**config.mk**
```make
export PLATFORM = sky130hd
export DESIGN_NAME = sequence_list_append_remove_top
export DESIGN_NICKNAME = d
export VERILOG_FILES = /design/src/design/slar_pkg.sv /design/src/design/slar_cell.sv /design/src/design/slar_ctrl.sv /design/src/design/sequence_list_append_remove_top.sv
export SDC_FILE = /design/constraint.sdc
export NUM_CORES = 1
export LEC_CHECK = 0
export BUFFER_PORTS_ARGS = -buffer_cell sky130_fd_sc_hd__buf_2
export CAP_MARGIN = 20
export CORE_MARGIN = 3
export CORE_UTILIZATION = 62
export CTS_CLUSTER_SIZE = 30
export DETAILED_ROUTE_END_ITERATION = 8
export PLACE_DENSITY = 0.87
export SLEW_MARGIN = 25
export SYNTH_ARGS = -nofsm -noshare
export SYNTH_HDL_FRONTEND = slang
export SYNTH_HIERARCHICAL = 1
export SYNTH_SLANG_ARGS = --single-unit
```
**constraint.sdc**
```tcl
create_clock -name clk -period 9.95 [get_ports clk]
set_input_delay 1.4925 -clock clk [delete_from_list [all_inputs] [get_ports clk]]
set_output_delay 1.4925 -clock clk [all_outputs]
set_load 0.005 [all_outputs]
```
**src/design/slar_pkg.sv**
```systemverilog
// Package for the ordered list block: depth, widths, request and status codes,
// and the command word broadcast to the storage cells.
// Depends on nothing.
package slar_pkg;

    localparam int LIST_DEPTH = 16;
    localparam int IDX_W      = (LIST_DEPTH > 1) ? $clog2(LIST_DEPTH) : 1;
    localparam int CNT_W      = $clog2(LIST_DEPTH + 1);
    localparam int DATA_W     = 32;

    typedef enum logic [1:0] {
        REQ_APPEND      = 2'd0,
        REQ_REMOVE_HEAD = 2'd1,
        REQ_REMOVE_TAIL = 2'd2,
        REQ_REMOVE_POS  = 2'd3
    } req_t;

    typedef enum logic [1:0] {
        ST_OK     = 2'd0,
        ST_EMPTY  = 2'd1,
        ST_FULL   = 2'd2,
        ST_BADPOS = 2'd3
    } status_t;

    // Command word from the controller to every cell in the row
    typedef struct packed {
        logic               wr;     // write the append word at idx
        logic               shift;  // cells at idx and above take their neighbor's word
        logic [IDX_W-1:0]   idx;
        logic [DATA_W-1:0]  wdata;
    } cell_cmd_t;

endpackage

```
**src/design/slar_cell.sv**
```systemverilog
// One storage cell of the list row: holds one entry and either loads the
// append word or takes the word of its upper neighbor. Depends on slar_pkg.
module slar_cell (
    input  logic                         clk,
    input  slar_pkg::cell_cmd_t          cmd,
    input  logic [slar_pkg::IDX_W-1:0]   cell_idx,
    input  logic [slar_pkg::DATA_W-1:0]  neighbor_data,
    output logic [slar_pkg::DATA_W-1:0]  data,
    output logic [slar_pkg::DATA_W-1:0]  sel_data
);

    logic [slar_pkg::DATA_W-1:0] data_reg;
    logic [slar_pkg::DATA_W-1:0] data_next;
    logic                        hit;

    assign hit = (cell_idx == cmd.idx);

    // Load on append, advance from the neighbor on a remove at or below us
    always_comb
    begin
        data_next = data_reg;
        if (cmd.wr && hit)
        begin
            data_next = cmd.wdata;
        end
        else if (cmd.shift && (cell_idx >= cmd.idx))
        begin
            data_next = neighbor_data;
        end
    end

    always_ff @(posedge clk)
    begin
        data_reg <= data_next;
    end

    assign data     = data_reg;
    // Drive our word onto the gather tree only when addressed
    assign sel_data = hit ? data_reg : '0;

endmodule

```
**src/design/slar_ctrl.sv**
```systemverilog
// Controller of the ordered list: handshake, entry count, request decode,
// status and the output word register. Depends on slar_pkg.
module slar_ctrl (
    input  logic                         clk,
    input  logic                         rst_n,
    input  logic                         in_valid,
    output logic                         in_ready,
    input  logic [1:0]                   req_type,
    input  logic [slar_pkg::DATA_W-1:0]  value,
    input  logic [4:0]                   position,
    output slar_pkg::cell_cmd_t          cmd,
    input  logic [slar_pkg::DATA_W-1:0]  taken_data,
    output logic                         out_valid,
    input  logic                         out_ready,
    output logic [slar_pkg::DATA_W-1:0]  removed_value,
    output logic [1:0]                   status,
    output logic [4:0]                   entry_count
);

    logic                          accept;
    logic [slar_pkg::CNT_W-1:0]    count_reg;
    logic [slar_pkg::CNT_W-1:0]    count_next;
    logic                          out_valid_reg;
    logic                          out_valid_next;
    logic [slar_pkg::DATA_W-1:0]   removed_reg;
    logic [slar_pkg::DATA_W-1:0]   removed_next;
    slar_pkg::status_t             status_reg;
    slar_pkg::status_t             status_next;
    slar_pkg::status_t             st;
    logic                          full;
    logic                          empty;
    logic                          pos_bad;
    logic                          do_wr;
    logic                          do_shift;
    logic [slar_pkg::IDX_W-1:0]    idx;

    assign in_ready = !out_valid_reg || out_ready;
    assign accept   = in_valid && in_ready;

    assign full    = (count_reg >= slar_pkg::CNT_W'(slar_pkg::LIST_DEPTH));
    assign empty   = (count_reg == '0);
    assign pos_bad = (position == 5'd0) || (32'(position) > 32'(count_reg));

    // Decode the request into a cell command and a status
    always_comb
    begin
        st       = slar_pkg::ST_OK;
        do_wr    = 1'b0;
        do_shift = 1'b0;
        idx      = '0;
        unique case (slar_pkg::req_t'(req_type))
            slar_pkg::REQ_APPEND:
            begin
                idx = slar_pkg::IDX_W'(count_reg);
                if (full)
                    st = slar_pkg::ST_FULL;
                else
                    do_wr = 1'b1;
            end
            slar_pkg::REQ_REMOVE_HEAD:
            begin
                idx = '0;
                if (empty)
                    st = slar_pkg::ST_EMPTY;
                else
                    do_shift = 1'b1;
            end
            slar_pkg::REQ_REMOVE_TAIL:
            begin
                idx = slar_pkg::IDX_W'(count_reg - 1'b1);
                if (empty)
                    st = slar_pkg::ST_EMPTY;
                else
                    do_shift = 1'b1;
            end
            slar_pkg::REQ_REMOVE_POS:
            begin
                idx = slar_pkg::IDX_W'(position - 5'd1);
                if (empty)
                    st = slar_pkg::ST_EMPTY;
                else if (pos_bad)
                    st = slar_pkg::ST_BADPOS;
                else
                    do_shift = 1'b1;
            end
            default:
            begin
                st = slar_pkg::ST_OK;
            end
        endcase
    end

    always_comb
    begin
        cmd.wr    = accept && do_wr;
        cmd.shift = accept && do_shift;
        cmd.idx   = idx;
        cmd.wdata = value;
    end

    // Next count and output word
    always_comb
    begin
        count_next     = count_reg;
        out_valid_next = out_valid_reg;
        removed_next   = removed_reg;
        status_next    = status_reg;
        if (out_valid_reg && out_ready)
            out_valid_next = 1'b0;
        if (accept)
        begin
            out_valid_next = 1'b1;
            status_next    = st;
            removed_next   = do_shift ? taken_data : '0;
            if (do_wr)
                count_next = count_reg + 1'b1;
            else if (do_shift)
                count_next = count_reg - 1'b1;
        end
    end

    always_ff @(posedge clk or negedge rst_n)
    begin
        if (!rst_n)
        begin
            count_reg     <= '0;
            out_valid_reg <= 1'b0;
        end
        else
        begin
            count_reg     <= count_next;
            out_valid_reg <= out_valid_next;
        end
    end

    always_ff @(posedge clk)
    begin
        removed_reg <= removed_next;
        status_reg  <= status_next;
    end

    assign out_valid     = out_valid_reg;
    assign removed_value = removed_reg;
    assign status        = status_reg;
    assign entry_count   = 5'(count_reg);

    // Count stays within the list depth
    a_count_bound: assert property (@(posedge clk) disable iff (!rst_n)
        count_reg <= slar_pkg::CNT_W'(slar_pkg::LIST_DEPTH))
        else $error("entry count beyond list depth");

    // An accepted append to a non-full list grows the count by one
    a_append_grows: assert property (@(posedge clk) disable iff (!rst_n)
        accept && (req_type == slar_pkg::REQ_APPEND) && !full
        |=> count_reg == $past(count_reg) + 1'b1)
        else $error("append did not grow count");

    // A refused word carries a zero removed value
    a_removed_zero: assert property (@(posedge clk) disable iff (!rst_n)
        out_valid_reg && (status_reg != slar_pkg::ST_OK) |-> removed_reg == '0)
        else $error("refused request carries a removed value");

    // Full status only ever reported with a full list
    a_full_status: assert property (@(posedge clk) disable iff (!rst_n)
        accept && (st == slar_pkg::ST_FULL) |->
        count_reg == slar_pkg::CNT_W'(slar_pkg::LIST_DEPTH))
        else $error("full status on a list that is not full");

endmodule

```
**src/design/sequence_list_append_remove_top.sv**
```systemverilog
// Each request's result is registered and shows in the cycle after acceptance.
// Throughput: one request per cycle while results are taken; the cell row shifts
// to close a gap in that same cycle, and the output register lets the next word
// in as the current result is taken. Reset clears the entry count and the output
// valid; entry contents are not reset and are only read below the count.
module sequence_list_append_remove_top (
    input  logic                         clk,
    input  logic                         rst_n,
    input  logic                         in_valid,
    output logic                         in_ready,
    input  logic [1:0]                   req_type,
    input  logic signed [31:0]           value,
    input  logic [4:0]                   position,
    output logic                         out_valid,
    input  logic                         out_ready,
    output logic signed [31:0]           removed_value,
    output logic [1:0]                   status,
    output logic [4:0]                   entry_count
);

    slar_pkg::cell_cmd_t          cmd;
    logic [slar_pkg::DATA_W-1:0]  cell_data [slar_pkg::LIST_DEPTH];
    logic [slar_pkg::DATA_W-1:0]  cell_sel  [slar_pkg::LIST_DEPTH];
    logic [slar_pkg::DATA_W-1:0]  taken_data;
    logic [slar_pkg::DATA_W-1:0]  removed_raw;

    slar_ctrl u_ctrl (
        .clk           (clk),
        .rst_n         (rst_n),
        .in_valid      (in_valid),
        .in_ready      (in_ready),
        .req_type      (req_type),
        .value         (value),
        .position      (position),
        .cmd           (cmd),
        .taken_data    (taken_data),
        .out_valid     (out_valid),
        .out_ready     (out_ready),
        .removed_value (removed_raw),
        .status        (status),
        .entry_count   (entry_count)
    );

    assign removed_value = removed_raw;

    // Row of cells, each fed by its upper neighbor
    for (genvar i = 0; i < slar_pkg::LIST_DEPTH; i++)
    begin : g_cell
        logic [slar_pkg::DATA_W-1:0] up_data;
        if (i == slar_pkg::LIST_DEPTH - 1)
        begin : g_last
            assign up_data = '0;
        end
        else
        begin : g_mid
            assign up_data = cell_data[i + 1];
        end

        slar_cell u_cell (
            .clk           (clk),
            .cmd           (cmd),
            .cell_idx      (slar_pkg::IDX_W'(i)),
            .neighbor_data (up_data),
            .data          (cell_data[i]),
            .sel_data      (cell_sel[i])
        );
    end

    // Gather the addressed cell's word
    always_comb
    begin
        taken_data = '0;
        for (int i = 0; i < slar_pkg::LIST_DEPTH; i++)
        begin
            taken_data = taken_data | cell_sel[i];
        end
    end

endmodule

```
==> results.yml <==
status:
  status: "complete, no violations"
synthesis:
  yosysTopAreaCell: "edfxtp_1"
  synth_seq_area_share_pct: 50.2
  synthArstFlopShare_pct: 1.09
  synth.most_common_cell: "edfxtp_1"
  avgSynthCellArea_um2: 14.6
  synth_top_cells_by_area: "edfxtp_1 50%, mux2_4 22%, and2_1 9.1%"
  synth_area_um2: 32900
  synth.distinct_cells: 51
  synth-edff-count: 546
  synthFlopType: "edfxtp_1"
  synth_seq_cells: 552
  synthCells: 2252
  synth_top_area_share_pct: 49.8
  netlist_top_cells_count: "546 x edfxtp_1, 480 x and2_1, 480 x mux2_4"
  ys.warnings.count: 6
floorplanning:
  fp.dieH_um: 236
  pin_count: 84
  initial_utilization_pct: 63.4
  core_area_um2: 51900
  num_rows: 83
  fp.dieArea_um2: 55900
  die_w_um: 236
sta:
  tightest_slew_ns: 1.25
  finalCriticalPeriod_ns: 4.97
  finalSetupViolations: 0
  finalCritPeriodShare_pct: 50.0
  slew_violations: 0
  fmax_ghz: 0.201
  finClkSkew_ns: 0.0155
  slew_headroom_pct: 16.2
  fin_setup_tns_ns: 0
  rsz0062_at_grt: "no"
  fin_ws_ns: 4.98
  hold_viol: 0
clock_network:
  cts_sinks: 552
  ctsRootBufferMaster: "clkbuf_16"
  numCtsBuffers: 55
  post_cts_resized: 0
  ctsHoldBuffers: 0
  postCtsSetupBuffers: 0
  cts_tree: "done"
  cts_max_level: 2
  clk_path_buf_depth: 3
  path_clk_slew_ns: 0.06
  clock_latency_ns: 0.61
routing:
  antenna_left: 0
  num_vias: 19800
  drc: 0
  drtPass1Iterations: 5
  drtIter0Drc: 2762
  drt-total-wl_um: 84900
  viasPerCell: 6.41
  avgRoutedWirePerCell_um: 27.4
power:
  switching_share_pct: 30.3
  p_switching_mw: 2.13
  p_int_mw: 4.91
  p_seq_share_pct: 44.4
  p_leak_nw: 14.8
  combPwrFrac_pct: 26.3
  p_per_area_nw_per_um2: 199
  vdd_drop_max_uv: 131
  clkPwrFrac_pct: 29.3
worst_setup_path:
  critPathRequiredTime_ns: 10.29
  crit_buf_inv: 5
  max_stage_delay_ns: 1.04
  cp_top_family: "simple AND/OR/NAND/NOR gates"
  end_kind: "flip-flop"
  path_class: "input pin to flip-flop"
  crit_path_start_kind: "input pin"
  worstPathCellList: "buf_2, inv_1, ha_1, a21oi_1, o22ai_1, buf_4, inv_1, ha_1, and4_1, buf_4, and2_1, nor4_1, nand4_1, nor2b_2"
  worstPathArrival_ns: 5.32
  cpMaxStageDelayCell: "nor4_1"
  path_max_fanout: 35
layout:
  final_nets: 2490
  largest_register_ffs: 512
  fillers: 3375
  area_growth_pct: 7.59
  drive_gt1_share_pct: 34.1
  fin_area_um2: 35400
job:
  max_cap_viol_count: 0
placement:
  place_ws_ns: 4.41
  place_area_um2: 33600
  io_buffer_count: 83
  gp_congestion: 0.890
  dp_hpwl_um: 56800
global_route:
  grt_pass1_vias: 20100
  gr-usage-all-layers_pct: 30.0
  antenna_found_initial: 6
  grt_pass1_wl_um: 128000
  grt.overflow.total: 0
  grt_max_degree: 41
hold_path:
  hold_path.class: "flip-flop to flip-flop"
[worst paths after layout]
path                                                    from                                      to  slack, ns  depth (start not counted)
max                                              req_type[0]  u_ctrl/removed_value[15]$_SDFFCE_PN0P_       4.98                         14
min                             u_ctrl/out_valid$_DFFE_PN0P_            u_ctrl/out_valid$_DFFE_PN0P_       0.56                          2
max reg2reg                u_ctrl/entry_count[0]$_DFFE_PN0P_  u_ctrl/removed_value[15]$_SDFFCE_PN0P_       5.42                         14
min reg2reg                     u_ctrl/out_valid$_DFFE_PN0P_            u_ctrl/out_valid$_DFFE_PN0P_       0.56                          2
max in group asynchronous                              rst_n       u_ctrl/entry_count[4]$_DFFE_PN0P_       9.10                          1
min in group asynchronous                              rst_n       u_ctrl/entry_count[1]$_DFFE_PN0P_       0.71                          1
[power by group through the flow]
stage	Sequential (mW)	Combinational [mW]	Clock, mW
2_1_floorplan	3.12	1.19	0
3_3_place_gp	3.15	1.65	0
3_5_place_dp	3.16	1.79	0
4_1_cts	3.12	1.80	2.07
5_1_grt	3.15	1.96	2.17
6_report	3.13	1.86	2.07
[layout by cell type, fill, tap and decap left out, types with 17 or more instances in the layout]
master     netlist  routed
edfxtp_1       546     546
mux2_4         480     480
and2_1         480     480
nor4_1         128     125
conb_1           2      96
buf_2            0      83
inv_1           81      80
ha_1            77      77
clkbuf_16        0      57
nand4_1         34      34
mux2_2          32      32
and2_2          32      32
nor2b_2         30      30
a21oi_1         26      26
nor2b_1         19      19
buf_4           32      19
a211oi_1        17      17
[layout make-up]
class,instances,area (um^2),share of cell area [%]
sequential,552,16500,46.7
clock inverter,33,289,0.816
inverter,81,304,0.858
tap,680,851,2.40
multi-input combinational,1563,15000,42.4
antenna,3,7.51,0.0212
clock buffer,65,1460,4.11
timing repair buffer,117,942,2.66
[tightest hold or removal path: stages, from the launching register on]
cell      delay [ns]
dfrtp_1         0.34
nand2b_1        0.10
nand2b_1        0.09
[through the flow]
step | utilization [%] | std cells | hold WS [ns] | power, mW
final | 68.2 | 3094 | 0.562 | 7.05
after global routing | 68.2 | 3094 | 0.573 | 7.28
after CTS | 68.1 | 3090 | 0.559 | 7.00
after detailed placement | 64.8 | 2992 | 0.553 | 4.95
after global placement | 64.1 | 2979 | 0.529 | 4.80
after floorplan | - | 2346 | 0.541 | 4.31
[metal layers]
metal  share of wire [%]  up-vias  global-route usage, %
li1                    -     8441                      -
met1                  41     9886                   43.9
met2                  44     1337                   44.8
met3                  12      165                   7.00
met4                 2.6        4                   8.74
met5               0.037        -                      0
[kinds of logic after synthesis]
| family | after synthesis | synth area share [%] |
|---|---|---|
| and+or+nand+nor | 777 | 15.9 |
| xor gates and xnor gates | 5 | 0.133 |
| buffers and inverters | 231 | 5.82 |
| adders and majority gates | 77 | 2.93 |
| other | 2 | 0.0228 |
| DFF | 552 | 50.2 |
| AOI/OAI and AO/OA | 96 | 2.00 |
| muxes | 512 | 23.0 |
(Power assumes the default switching activity.)
